**src/hw/rtl/midpoint_insertion_cache_defines.svh**
```systemverilog
// ----------------------------------------------------------------------------
// Midpoint insertion cache assertion macros
// Shared assertion forms, clocked on clk and masked while rst_n is low.
// ----------------------------------------------------------------------------
`ifndef MIDPOINT_INSERTION_CACHE_DEFINES_SVH
`define MIDPOINT_INSERTION_CACHE_DEFINES_SVH

// same-cycle implication
`define MIC_ASSERT_IMP(lbl, ante, cons, msg) \
  lbl: assert property (@(posedge clk) disable iff (!rst_n) (ante) |-> (cons)) else $error(msg);

// next-cycle implication
`define MIC_ASSERT_NXT(lbl, ante, cons, msg) \
  lbl: assert property (@(posedge clk) disable iff (!rst_n) (ante) |=> (cons)) else $error(msg);

`endif

```
**src/hw/rtl/mic_pkg.sv**
```systemverilog
// ----------------------------------------------------------------------------
// Midpoint insertion cache package
// Cell command type, register indexes and fixed widths.
// ----------------------------------------------------------------------------
`default_nettype none

package mic_pkg;

  localparam int POS_W    = 10;   // cell position, enough for 1024 cells
  localparam int TOT_W    = 32;
  localparam int OUT_W    = 40;   // hit + total_hits, padded to bytes
  localparam int PCT_FULL = 100;

  localparam logic [2:0] REG_CAPACITY      = 3'd0;
  localparam logic [2:0] REG_HOT_CAPACITY  = 3'd1;
  localparam logic [2:0] REG_PROMOTE_HITS  = 3'd2;
  localparam logic [2:0] REG_DECAY_PERIOD  = 3'd3;
  localparam logic [2:0] REG_DECAY_PERCENT = 3'd4;

  typedef enum logic [1:0] {
    CELL_HOLD,
    CELL_HITS,    // cell at pos takes bus hits
    CELL_INSERT,  // cell at pos takes bus, pos+1..last take left neighbor
    CELL_MOVE     // pos..last-1 take right neighbor, cell at last takes bus
  } cell_op_t;

  typedef struct packed {
    cell_op_t         op;
    logic [POS_W-1:0] pos;
    logic [POS_W-1:0] last;
  } cell_ctl_t;

endpackage

`default_nettype wire

```
**src/hw/rtl/mic_cell.sv**
```systemverilog
// ----------------------------------------------------------------------------
// Midpoint insertion cache cell
// One list slot: key and hit count, loaded from a neighbor or the bus.
// ----------------------------------------------------------------------------
`default_nettype none

module mic_cell #(
  parameter int IDX      = 0,
  parameter int KEY_BITS = 12,
  parameter int HIT_BITS = 16
) (
  input  wire                     clk,
  input  wire mic_pkg::cell_ctl_t ctl,
  input  wire  [KEY_BITS-1:0]     bus_key,
  input  wire  [HIT_BITS-1:0]     bus_hits,
  input  wire  [KEY_BITS-1:0]     left_key,
  input  wire  [HIT_BITS-1:0]     left_hits,
  input  wire  [KEY_BITS-1:0]     right_key,
  input  wire  [HIT_BITS-1:0]     right_hits,
  output logic [KEY_BITS-1:0]     cur_key,
  output logic [HIT_BITS-1:0]     cur_hits
);
  import mic_pkg::*;

  localparam logic [POS_W-1:0] ME = POS_W'(IDX);

  logic [KEY_BITS-1:0] key_r, key_nxt;
  logic [HIT_BITS-1:0] hits_r, hits_nxt;

  always_comb begin
    key_nxt  = key_r;
    hits_nxt = hits_r;
    case (ctl.op)
      CELL_HITS: begin
        if (ME == ctl.pos) hits_nxt = bus_hits;
      end
      CELL_INSERT: begin
        if (ME == ctl.pos) begin
          key_nxt  = bus_key;
          hits_nxt = bus_hits;
        end else if (ME > ctl.pos && ME <= ctl.last) begin
          key_nxt  = left_key;
          hits_nxt = left_hits;
        end
      end
      CELL_MOVE: begin
        if (ME == ctl.last) begin
          key_nxt  = bus_key;
          hits_nxt = bus_hits;
        end else if (ME >= ctl.pos && ME < ctl.last) begin
          key_nxt  = right_key;
          hits_nxt = right_hits;
        end
      end
      default: begin
      end
    endcase
  end

  always_ff @(posedge clk) begin
    key_r  <= key_nxt;
    hits_r <= hits_nxt;
  end

  assign cur_key  = key_r;
  assign cur_hits = hits_r;

endmodule

`default_nettype wire

```
**config.mk**
```make
export PLATFORM = sky130hd
export DESIGN_NAME = mic_cell
export DESIGN_NICKNAME = d
export VERILOG_FILES = /design/src/hw/rtl/midpoint_insertion_cache_defines.svh /design/src/hw/rtl/mic_pkg.sv /design/src/hw/rtl/mic_cell.sv
export SDC_FILE = /design/constraint.sdc
export NUM_CORES = 1
export LEC_CHECK = 0
export ABC_AREA = 1
export CAP_MARGIN = 20
export CORE_UTILIZATION = 60
export CTS_BUF_LIST = sky130_fd_sc_hd__clkbuf_8
export CTS_CLUSTER_DIAMETER = 80
export DETAILED_ROUTE_END_ITERATION = 8
export DONT_BUFFER_PORTS = 1
export GPL_TIMING_DRIVEN = 0
export HOLD_SLACK_MARGIN = 0.06
export PLACE_DENSITY = 0.78
export SYNTH_ARGS = -nofsm -noshare
export SYNTH_HDL_FRONTEND = slang
export SYNTH_SLANG_ARGS = --single-unit
```
**constraint.sdc**
```tcl
create_clock -name clk -period 4 [get_ports clk]
set_clock_uncertainty 0.2 [all_clocks]
set_input_delay 0.2 -clock clk [delete_from_list [all_inputs] [get_ports clk]]
set_output_delay 0.2 -clock clk [all_outputs]
set_load 0.02 [all_outputs]
```
==> results.sh, run 1 <==
export IMPL_synth_top_family_by_area="simple AND/OR/NAND/NOR gates"
export IMPL_fin_util_pct=87.78
export IMPL_slew_headroom_pct=54.79
export IMPL_drcViolationCount=0
export IMPL_worstHoldStart="ctl[21]"
export IMPL_fin_nets=465
export IMPL_initial_utilization_pct=65.67
export IMPL_die_area_sq_mm=0.003690
export IMPL_globalRoute_totalOverflow=0
export IMPL_synth_cells=296
export IMPL_path_common_cell="dlygate4sd3_1"
export IMPL_post_place_ws_ns=1.983
export IMPL_place_gp_congestion=0.7855
export IMPL_min_period_ns=2.198
export IMPL_seq_area_sq_um=840.8
export IMPL_drtPass1Iterations=5
export IMPL_antenna_found_initial=0
export IMPL_synth_xor_area_share_pct=0
export IMPL_drive_gt1_share_pct=9.804
export IMPL_fin_area_sq_mm=0.002768
export IMPL_fill_cells=170
export IMPL_clkTransAtPathRegs_ns=0.11
export IMPL_grt_total_usage_pct=37.77
export IMPL_ys_warnings_count=0
export IMPL_cap_viol_max_count=0
export IMPL_ys_ff_latch=28
export IMPL_vdd_ir_drop_max_v=0.0001424
export IMPL_synth_area_sq_mm=0.002071
export IMPL_routed_wirelength_mm=6.776
export IMPL_avgSynthCellArea_sq_um=6.996
export IMPL_multi_input_area_sq_um=969.7
export IMPL_max_freq_mhz=455.1
export IMPL_diodes=0
export IMPL_finalCritPeriodShare_pct=54.94
export IMPL_vias=2373
export IMPL_worst_pin_slew_ns=0.6765
export IMPL_post_dp_hpwl_mm=3.744
export IMPL_hold_viol_final=0
export IMPL_worstPathRequired_ns=3.85
export IMPL_endpoint_kind="flip-flop"
export IMPL_cp_slowest_cell="dlygate4sd3_1"
export IMPL_synth_seq_area_share_pct=40.60
export IMPL_cp_arrival_ns=2.04
export IMPL_antenna_left=0
export IMPL_critPathKind="input port to flip-flop"
export IMPL_tns_ns=0
export IMPL_min_path_cells=2
export IMPL_cts_repair_resized=0
export IMPL_power_uw=703.9
export IMPL_dp_cells=340
export IMPL_grt_pass1_vias=2270
export IMPL_synthMuxAreaShare_pct=0
export IMPL_holdWs_ns=0.2473
export IMPL_grt_max_degree=17
export IMPL_die_w_um=60.75
export IMPL_drv_slew=0
export IMPL_fp_row_count=20
export IMPL_ys_types=16
export IMPL_hp_class="input port to flip-flop"
export IMPL_cts_sinks=28
export IMPL_synth_simple_gate_area_share_pct=39.94
export IMPL_ctsHtreeMaxLevel=1
export IMPL_area_delta_synth_final_pct=33.66
export IMPL_fin_ws_ns=1.802
export IMPL_portBuffers=0
export IMPL_cts_root_buf="clkbuf_8"
export IMPL_min_to="cur_key[3]"
export IMPL_layout_commonest_cell="nand2_1"
export IMPL_numCtsBuffers=3
export IMPL_critPathMaxFanout=2
export IMPL_mostFrequentLayoutCells="nand2_1, nand3_1, dlygate4sd3_1, inv_1, edfxtp_1"
export IMPL_synth_compound_area_share_pct=6.888
export IMPL_rsz0062_at_grt="false"
export IMPL_cts_tree="done"
export IMPL_synth_adder_area_share_pct=0
export IMPL_setup_worst_path_start_class="input port"
export IMPL_status="completed"
export IMPL_power_density_mw_per_mm2=254.3
export IMPL_cp_cell_sequence="dlygate4sd3_1 > nand2_1 > dlygate4sd3_1 > nand3_1 > dlygate4sd3_1"
export IMPL_clock_path_buffers=2
export IMPL_setup_violations=0
export IMPL_viasPerCell=5.918
export IMPL_drt_first_iter_violations=294
export IMPL_layout_cells_non_filler=401
export IMPL_grt_pass1_wl_mm=10.19
export IMPL_power_leakage_nw=1.249
export IMPL_syn_nets=403
export IMPL_core_sq_mm=0.003153
export IMPL_dpl_cell_area_sq_mm=0.002126
export IMPL_slowest_delay_ns=0.56
export IMPL_ios=135
export IMPL_die_h_um=60.75
export IMPL_wl_per_cell_um=16.90
[worst max-delay path: cells and delay by family]
kind          cells  cell delay, ns
buf+inv           3            1.67
simple gates      2            0.16
[repair_timing]
item / in CTS / in global routing
hold buffers: 57 / 0
hold endpoints to repair: 28 / 0
setup buffers: 0 / 0
setup endpoints to repair: 0 / 0
[routing by layer]
metal	global-route usage, %	share of wire, %	wire [um]	up-vias
met2	64.99	49	3308	242
met3	7.463	12	816	39
li1	-	-	-	1068
met1	45.68	34	2337	1024
met5	0	0	0	-
met4	17.21	4.6	313	0
[synth_stat cells]
cell type | n | area [sq um]
edfxtp_1 | 28 | 840.8
nand2_2 | 5 | 31.28
nand3_1 | 61 | 305.3
o21bai_1 | 11 | 82.58
buf_4 | 3 | 22.52
nand3_2 | 1 | 10.01
nor2_2 | 9 | 56.30
o21ai_1 | 12 | 60.06
nor2_4 | 2 | 22.52
nand2_1 | 90 | 337.8
clkbuf_1 | 1 | 3.750
buf_2 | 7 | 35.03
buf_6 | 2 | 22.52
inv_2 | 2 | 7.510
nor2_1 | 17 | 63.81
inv_1 | 45 | 168.9
[worst max-delay path by stage]
stage / start / end / slack, ns / cells after the start
2_1_floorplan: ctl[19] / cur_hits[0] / 2.24 / 6
3_3_place_gp: ctl[17] / cur_hits[8] / 1.98 / 6
3_5_place_dp: ctl[17] / cur_hits[8] / 1.98 / 6
4_1_cts: bus_hits[11] / cur_hits[11] / 1.90 / 5
5_1_grt: bus_hits[11] / cur_hits[11] / 1.79 / 5
6_report: bus_hits[11] / cur_hits[11] / 1.80 / 5
[cell families after synthesis]
| group | after synthesis |
|---|---|
| AOI/OAI and AO/OA | 23 |
| DFF | 28 |
| buffers and inverters | 60 |
| and+or+nand+nor | 185 |
[power by group]
group | switching [mW] | internal, mW | leakage (nW)
registers | 0.000618 | 0.326 | 0.244
logic | 0.0667 | 0.0826 | 0.969
clock network | 0.0938 | 0.134 | 0.0357
total | 0.161 | 0.543 | 1.25
[cell type report]
cell class	count	share of cell area, %
tap	44	1.989
inverter	47	6.374
sequential	28	30.38
clock inverter	1	1.085
timing repair buffer	57	20.61
multi-input combinational	208	35.04
clock buffer	3	1.492
buffer	13	3.029
[state kept, by name, summed over array words and instances, names as in the netlist]
signal    flops
cur_hits     16
cur_key      12
(Power assumes the default switching activity.)
==> run 2, diff against run 1 <==
--- a/config.mk
+++ b/config.mk
@@ -5,16 +5,16 @@
 export SDC_FILE = /design/constraint.sdc
 export NUM_CORES = 1
 export LEC_CHECK = 0
-export ABC_AREA = 1
+export ABC_AREA = 0
 export CAP_MARGIN = 20
-export CORE_UTILIZATION = 60
+export CORE_UTILIZATION = 59
 export CTS_BUF_LIST = sky130_fd_sc_hd__clkbuf_8
 export CTS_CLUSTER_DIAMETER = 80
 export DETAILED_ROUTE_END_ITERATION = 8
 export DONT_BUFFER_PORTS = 1
 export GPL_TIMING_DRIVEN = 0
 export HOLD_SLACK_MARGIN = 0.06
-export PLACE_DENSITY = 0.78
+export PLACE_DENSITY = 0.8
 export SYNTH_ARGS = -nofsm -noshare
 export SYNTH_HDL_FRONTEND = slang
 export SYNTH_SLANG_ARGS = --single-unit
==> constraint.sdc (replaced) <==
create_clock -name clk -period 1.86 [get_ports clk]
set_clock_uncertainty 0.2 [all_clocks]
set_input_delay 0.093 -clock clk [delete_from_list [all_inputs] [get_ports clk]]
set_output_delay 0.093 -clock clk [all_outputs]
set_load 0.02 [all_outputs]
==> run 2 against run 1 <==
Against the previous run:
- the flow now stops in clock tree synthesis (4_1_cts)
- synthesized cell count fell by 57%
- synthesized area fell by 24%
==> results.sh, run 2 <==
export IMPL_async_flop_share_pct=0
export IMPL_post_cts_buffers=0
export IMPL_synth_cells=126
export IMPL_cts_root_buf="clkbuf_8"
export IMPL_die_w_um=53.53
export IMPL_synthFlopType="edfxtp_1"
export IMPL_status="stopped before the end"
export IMPL_error="[ERROR DPL-0038] Utilization greater than 100%, impossible to legalize"
export IMPL_yosysMostFrequentCell="edfxtp_1"
export IMPL_place_gp_congestion=0.6590
export IMPL_yosysTopAreaCell="edfxtp_1"
export IMPL_dp_cells=156
export IMPL_synth_area_sq_mm=0.001567
export IMPL_synth_area_leaders="edfxtp_1, a22oi_1, o221a_1"
export IMPL_synth_simple_gate_area_share_pct=11.50
export IMPL_die_h_um=53.53
export IMPL_cts_sinks=28
export IMPL_stop_stage="clock tree synthesis (4_1_cts)"
export IMPL_portBuffers=0
export IMPL_ys_ff_latch=28
export IMPL_synth_top_cells_by_count="edfxtp_1, inv_1, a22oi_1"
export IMPL_ys_types=24
export IMPL_initial_utilization_pct=62.66
export IMPL_clock_path_buffers=2
export IMPL_cts_repair_resized=0
export IMPL_synth_xor_area_share_pct=0
export IMPL_ctsHtreeMaxLevel=1
export IMPL_synthMuxAreaShare_pct=0.7188
export IMPL_syn_nets=233
export IMPL_post_dp_hpwl_mm=2.682
export IMPL_avgSynthCellArea_sq_um=12.43
export IMPL_synth_adder_area_share_pct=0
export IMPL_ios=135
export IMPL_holdBufCountCts=85
export IMPL_synth_compound_area_share_pct=26.12
export IMPL_fp_row_count=18
export IMPL_synth_seq_area_share_pct=53.67
export IMPL_ys_warnings_count=0
export IMPL_synth_top_family_by_area="compound AO/OA/AOI/OAI gates"
export IMPL_numCtsBuffers=3
export IMPL_synth_top_area_share_pct=53.67
export IMPL_synth_edff_count=28
==> run 2: cell types whose count changed after synthesis, sizes merged, moves of 5 or more <==
cell    delta
nand2     -93
nand3     -60
inv       -30
nor2      -26
a22oi     +16
nand2b    +12
o221a     +12
o21bai    -11
buf        -5
==> run 2: cell families after synthesis <==
kind of cell | Yosys count
AOI/OAI and AO/OA | 48
DFF | 28
and+or+nand+nor | 24
buffers and inverters | 25
muxes | 1
==> run 2: per-stage QoR <==
step	area (sq um)	hold WS, ns	worst slack (ns)
3_3_place_gp	1617	0.1064	-0.1374
2_1_floorplan	1579	0.1041	0.04707
3_5_place_dp	1617	0.1114	-0.1912
==> run 3, diff against run 2 <==
--- a/config.mk
+++ b/config.mk
@@ -7,14 +7,11 @@
 export LEC_CHECK = 0
 export ABC_AREA = 0
 export CAP_MARGIN = 20
-export CORE_UTILIZATION = 59
-export CTS_BUF_LIST = sky130_fd_sc_hd__clkbuf_8
-export CTS_CLUSTER_DIAMETER = 80
+export CORE_UTILIZATION = 40
 export DETAILED_ROUTE_END_ITERATION = 8
 export DONT_BUFFER_PORTS = 1
 export GPL_TIMING_DRIVEN = 0
-export HOLD_SLACK_MARGIN = 0.06
-export PLACE_DENSITY = 0.8
+export PLACE_DENSITY_LB_ADDON = 0.15
 export SYNTH_ARGS = -nofsm -noshare
 export SYNTH_HDL_FRONTEND = slang
 export SYNTH_SLANG_ARGS = --single-unit
==> constraint.sdc (replaced) <==
create_clock -name clk -period 2.4 [get_ports clk]
set_clock_uncertainty 0.2 [all_clocks]
set_input_delay 0.12 -clock clk [delete_from_list [all_inputs] [get_ports clk]]
set_output_delay 0.12 -clock clk [all_outputs]
set_load 0.02 [all_outputs]
==> run 3 against run 2 <==
Against the previous run:
- the run now ends clean
- synthesized area unchanged
- synthesized cell count stayed put
==> results.sh, run 3 <==
export IMPL_status="completed"
export IMPL_area_delta_synth_final_pct=54.47
export IMPL_die_h_um=64.58
export IMPL_grt_total_usage_pct=21.43
export IMPL_grt_pass1_wl_mm=6.651
export IMPL_ys_types=24
export IMPL_layout_commonest_cell="dlygate4sd3_1"
export IMPL_clkTransAtPathRegs_ns=0.10
export IMPL_avgSynthCellArea_sq_um=12.43
export IMPL_diodes=0
export IMPL_crit_buf_inv=4
export IMPL_post_place_ws_ns=0.3061
export IMPL_cap_viol_max_count=0
export IMPL_power_density_mw_per_mm2=426.4
export IMPL_drv_slew=0
export IMPL_drive_gt1_share_pct=14.15
export IMPL_drt_first_iter_violations=108
export IMPL_worstPathRequired_ns=2.24
export IMPL_vias=1410
export IMPL_synth_cells=126
export IMPL_critPathMaxFanout=10
export IMPL_slowest_delay_ns=0.60
export IMPL_fin_ws_ns=0.2043
export IMPL_slew_headroom_pct=53.38
export IMPL_initial_utilization_pct=42.15
export IMPL_ios=135
export IMPL_ctsHtreeMaxLevel=1
export IMPL_antenna_found_initial=0
export IMPL_ys_warnings_count=0
export IMPL_grt_max_degree=17
export IMPL_synth_seq_area_share_pct=53.67
export IMPL_power_mw=1.032
export IMPL_die_w_um=64.58
export IMPL_die_area_sq_mm=0.004171
export IMPL_synth_top_cells_by_count="edfxtp_1, inv_1, a22oi_1"
export IMPL_clock_path_buffers=2
export IMPL_cp_cell_sequence="nor4_2 > a31oi_1 > buf_2 > buf_6 > buf_2 > a22oi_1 > dlygate4sd3_1 > o21ai_2"
export IMPL_mostFrequentLayoutCells="dlygate4sd3_1, edfxtp_1, inv_1, a22oi_1, nand2b_1"
export IMPL_syn_nets=233
export IMPL_portBuffers=0
export IMPL_worst_pin_slew_ns=0.6993
export IMPL_routed_wirelength_mm=4.547
export IMPL_synth_top_area_share_pct=53.67
export IMPL_yosysMostFrequentCell="edfxtp_1"
export IMPL_largest_register_ffs=16
export IMPL_cp_slowest_cell="dlygate4sd3_1"
export IMPL_setup_violations=0
export IMPL_synthFlopType="edfxtp_1"
export IMPL_power_leakage_nw=0.8448
export IMPL_holdWs_ns=0.1683
export IMPL_layout_cells_non_filler=253
export IMPL_antenna_left=0
export IMPL_post_cts_buffers=0
export IMPL_finalCritPeriodShare_pct=91.49
export IMPL_cts_tree="done"
export IMPL_async_flop_share_pct=0
export IMPL_viasPerCell=5.573
export IMPL_critPathKind="input port to flip-flop"
export IMPL_synth_edff_count=28
export IMPL_ys_ff_latch=28
export IMPL_setup_worst_path_start_class="input port"
export IMPL_drtPass1Iterations=4
export IMPL_synth_area_sq_mm=0.001567
export IMPL_hold_viol_final=0
export IMPL_cts_repair_resized=0
export IMPL_path_common_cell="buf_2"
export IMPL_path_delay_family="buffers and inverters"
export IMPL_fin_nets=313
export IMPL_core_sq_mm=0.003716
export IMPL_drcViolationCount=0
export IMPL_cts_sinks=28
export IMPL_place_gp_congestion=0.6319
export IMPL_numCtsBuffers=3
export IMPL_wl_met1_mm=1.645
export IMPL_synth_area_leaders="edfxtp_1, a22oi_1, o221a_1"
export IMPL_post_dp_hpwl_mm=2.748
export IMPL_min_period_ns=2.196
export IMPL_dp_cells=175
export IMPL_wl_per_cell_um=17.97
export IMPL_vdd_ir_drop_max_v=0.0002031
export IMPL_cts_root_buf="clkbuf_8"
export IMPL_rsz0062_at_grt="false"
export IMPL_topRoutingLayerUsed="met4"
export IMPL_yosysTopAreaCell="edfxtp_1"
export IMPL_globalRoute_totalOverflow=0
export IMPL_dr_wl_met2_mm=2.539
export IMPL_fp_row_count=22
export IMPL_max_freq_mhz=455.4
export IMPL_fill_cells=299
export IMPL_cp_arrival_ns=2.03
export IMPL_endpoint_kind="flip-flop"
export IMPL_met3WireLength_um=264
export IMPL_grt_pass1_vias=1455
export IMPL_hp_class="input port to flip-flop"
-- run 3: report_power, final --
part	internal, mW	switching [mW]	total [mW]	leakage (nW)
registers	0.544	0.00102	0.545	0.250
clock network	0.115	0.146	0.261	0.0231
logic	0.147	0.0783	0.226	0.571
-- run 3: metrics by stage --
stage	area [sq um]	utilization [%]	setup TNS (ns)
after floorplan	1567	-	0
after global placement	1627	43.77	-6.687
after detailed placement	1634	43.97	0
after CTS	2420	65.12	0
after global routing	2420	65.12	0
final	2420	65.12	0
-- run 3: worst paths after layout --
path / from / cells past startpoint / to
worst max-delay path: ctl[7] / 8 / cur_hits[9]
worst min-delay path: ctl[20] / 3 / cur_key[11]
-- run 3: routing by layer --
layer | up-vias | track usage (%)
met3 | 8 | 1.937
met2 | 87 | 42.89
met1 | 670 | 22.33
met4 | 0 | 8.889
li1 | 645 | -
met5 | - | 0
-- run 3: cell type report --
class,count,area (sq um),area share (%)
sequential,28,840.8,34.75
multi-input combinational,73,600.6,24.82
clock buffer,3,41.29,1.706
clock inverter,1,3.754,0.1551
tap,48,60.06,2.482
timing repair buffer,75,748.2,30.92
inverter,17,63.81,2.637
buffer,8,61.31,2.534
-- run 3: timing repair --
item	CTS	global route
hold buffers	74	0
hold endpoints to repair	29	0
setup endpoints to repair	0	0
-- run 3: logic make-up after synthesis --
| family | count (synthesis) | share of synthesized area (%) |
|---|---|---|
| flops | 28 | 53.67 |
| compound gates | 48 | 26.12 |
| simple gates | 24 | 11.50 |
| buf+inv | 25 | 7.987 |
| mux | 1 | 0.7188 |
==> run 4, diff against run 3 <==
--- a/config.mk
+++ b/config.mk
@@ -7,11 +7,15 @@
 export LEC_CHECK = 0
 export ABC_AREA = 0
 export CAP_MARGIN = 20
-export CORE_UTILIZATION = 40
+export CELL_PAD_IN_SITES_DETAIL_PLACEMENT = 1
+export CELL_PAD_IN_SITES_GLOBAL_PLACEMENT = 2
+export CORE_UTILIZATION = 33
 export DETAILED_ROUTE_END_ITERATION = 8
 export DONT_BUFFER_PORTS = 1
 export GPL_TIMING_DRIVEN = 0
+export HOLD_SLACK_MARGIN = 0.05
 export PLACE_DENSITY_LB_ADDON = 0.15
+export REMOVE_ABC_BUFFERS = 1
 export SYNTH_ARGS = -nofsm -noshare
 export SYNTH_HDL_FRONTEND = slang
 export SYNTH_SLANG_ARGS = --single-unit
==> run 4 against run 3 <==
Against the previous run:
- the flow now finishes with violations (design-rule violations)
- worst hold slack lost 0.0089 ns
- sequential power is essentially flat
- non-clock buffer count shrank 6
- via count shrank 0.92%
- largest power group unchanged
- highest routed layer unchanged
==> results.sh, run 4 (same netlist as run 3, synthesis figures left out) <==
export IMPL_die_area_sq_mm=0.005027
export IMPL_post_dp_hpwl_mm=2.935
export IMPL_clkTransAtPathRegs_ns=0.10
export IMPL_power_density_mw_per_mm2=467.5
export IMPL_setup_violations=0
export IMPL_critPathMaxFanout=11
export IMPL_drv_slew=0
export IMPL_diodes=0
export IMPL_grt_total_usage_pct=19.90
export IMPL_min_path_cells=3
export IMPL_viasPerCell=5.566
export IMPL_max_freq_mhz=439.6
export IMPL_status="complete, but fails checks"
export IMPL_cp_arrival_ns=2.18
export IMPL_ios=135
export IMPL_slew_headroom_pct=45.74
export IMPL_routed_wirelength_mm=5.027
export IMPL_hp_class="input port to flip-flop"
export IMPL_power_leakage_nw=0.8362
export IMPL_fin_nets=307
export IMPL_fin_ws_ns=0.1251
export IMPL_vias=1397
export IMPL_die_w_um=70.90
export IMPL_grt_max_degree=18
export IMPL_grt_pass1_vias=1544
export IMPL_worstPathRequired_ns=2.30
export IMPL_place_gp_congestion=0.7274
export IMPL_portBuffers=0
export IMPL_cts_tree="done"
export IMPL_setup_worst_path_start="ctl[21]"
export IMPL_slowest_delay_ns=0.58
export IMPL_fill_cells=447
export IMPL_antenna_left=0
export IMPL_worstHoldStart="ctl[20]"
export IMPL_drt_first_iter_violations=69
export IMPL_die_h_um=70.90
export IMPL_core_sq_mm=0.004444
export IMPL_finalCritPeriodShare_pct=94.79
export IMPL_cap_viol_max_count=0
export IMPL_drcViolationCount=18
export IMPL_mostFrequentLayoutCells="dlygate4sd3_1, edfxtp_1, inv_1, a22oi_1, nand2b_1"
export IMPL_worst_pin_slew_ns=0.8138
export IMPL_setup_worst_path_start_class="input port"
export IMPL_drive_gt1_share_pct=13.07
export IMPL_vdd_ir_drop_max_v=0.0002305
export IMPL_min_to="cur_key[2]"
export IMPL_fp_row_count=24
export IMPL_post_place_ws_ns=0.1205
export IMPL_layout_commonest_cell="dlygate4sd3_1"
export IMPL_numCtsBuffers=3
export IMPL_rsz0062_at_grt="false"
export IMPL_antenna_found_initial=0
export IMPL_cp_cell_sequence="dlygate4sd3_1 > inv_1 > a311oi_4 > buf_6 > a22oi_1 > dlygate4sd3_1 > o21ai_1"
export IMPL_cp_slowest_cell="dlygate4sd3_1"
export IMPL_clock_path_buffers=2
export IMPL_wl_per_cell_um=20.03
export IMPL_initial_utilization_pct=35.25
export IMPL_drtPass1Iterations=6
export IMPL_cts_sinks=28
export IMPL_grt_pass1_wl_mm=7.521
export IMPL_path_common_cell="dlygate4sd3_1"
export IMPL_critPathKind="input port to flip-flop"
export IMPL_cts_root_buf="clkbuf_8"
export IMPL_min_period_ns=2.275
export IMPL_hold_viol_final=0
export IMPL_power_mw=1.142
export IMPL_endpoint_kind="flip-flop"
export IMPL_area_delta_synth_final_pct=55.91
export IMPL_largest_register_ffs=16
export IMPL_violations="design-rule violations"
export IMPL_tns_ns=0
export IMPL_ctsHtreeMaxLevel=1
export IMPL_globalRoute_totalOverflow=0
-- run 4: through the flow --
step                hold slack (ns)  area [sq um]  utilization, %  std cells
floorplan                    0.1311          1505               -        118
global placement             0.1347          1570           35.33        170
detailed placement           0.1393          1610           36.23        173
CTS                          0.1466          2422           54.50        251
global route                 0.1561          2442           54.96        251
finish                       0.1594          2442           54.96        251
-- run 4: timing repair --
| action | 4_1_cts | 5_1_grt |
|---|---|---|
| gates resized for setup | 0 | 2 |
| buffers inserted | 0 | 0 |
| hold endpoints to repair | 30 | 0 |
| hold buffers | 74 | 0 |
| setup endpoints to repair | 0 | 13 |
-- run 4: cell type report --
cell class	instances	area (sq um)	area share, %
sequential	28	840.8	34.43
timing repair buffer	77	774.5	31.71
multi-input combinational	73	626.9	25.67
tap	52	65.06	2.664
inverter	17	63.81	2.613
clock buffer	3	41.29	1.691
clock inverter	1	30.03	1.230
-- run 4: worst max path at each step --
stage,to,slack (ns),cells after the start
after floorplan,cur_hits[0],-0.14,4
after global placement,cur_hits[5],-1.11,4
after detailed placement,cur_hits[8],0.12,4
after global routing,cur_hits[5],0.02,5
final,cur_hits[5],0.13,7
after CTS,cur_hits[5],0.02,7
-- run 4: critical path: cells and delay by family --
family | cells | cell delay, ns
compound gates | 3 | 0.64
buf+inv | 4 | 1.42
-- run 4: layer usage --
layer | vias up | track usage (%) | wire length, um
li1 | 633 | - | -
met4 | 0 | 8.889 | 120
met3 | 11 | 4.986 | 412
met1 | 667 | 17.57 | 1614
met2 | 86 | 41.24 | 2880
met5 | - | 0 | 0
-- run 4: report_power, final --
part | switching, mW | total, mW | internal (mW)
Clock | 0.148 | 0.371 | 0.223
Combinational | 0.0824 | 0.226 | 0.143
Sequential | 0.00105 | 0.545 | 0.544
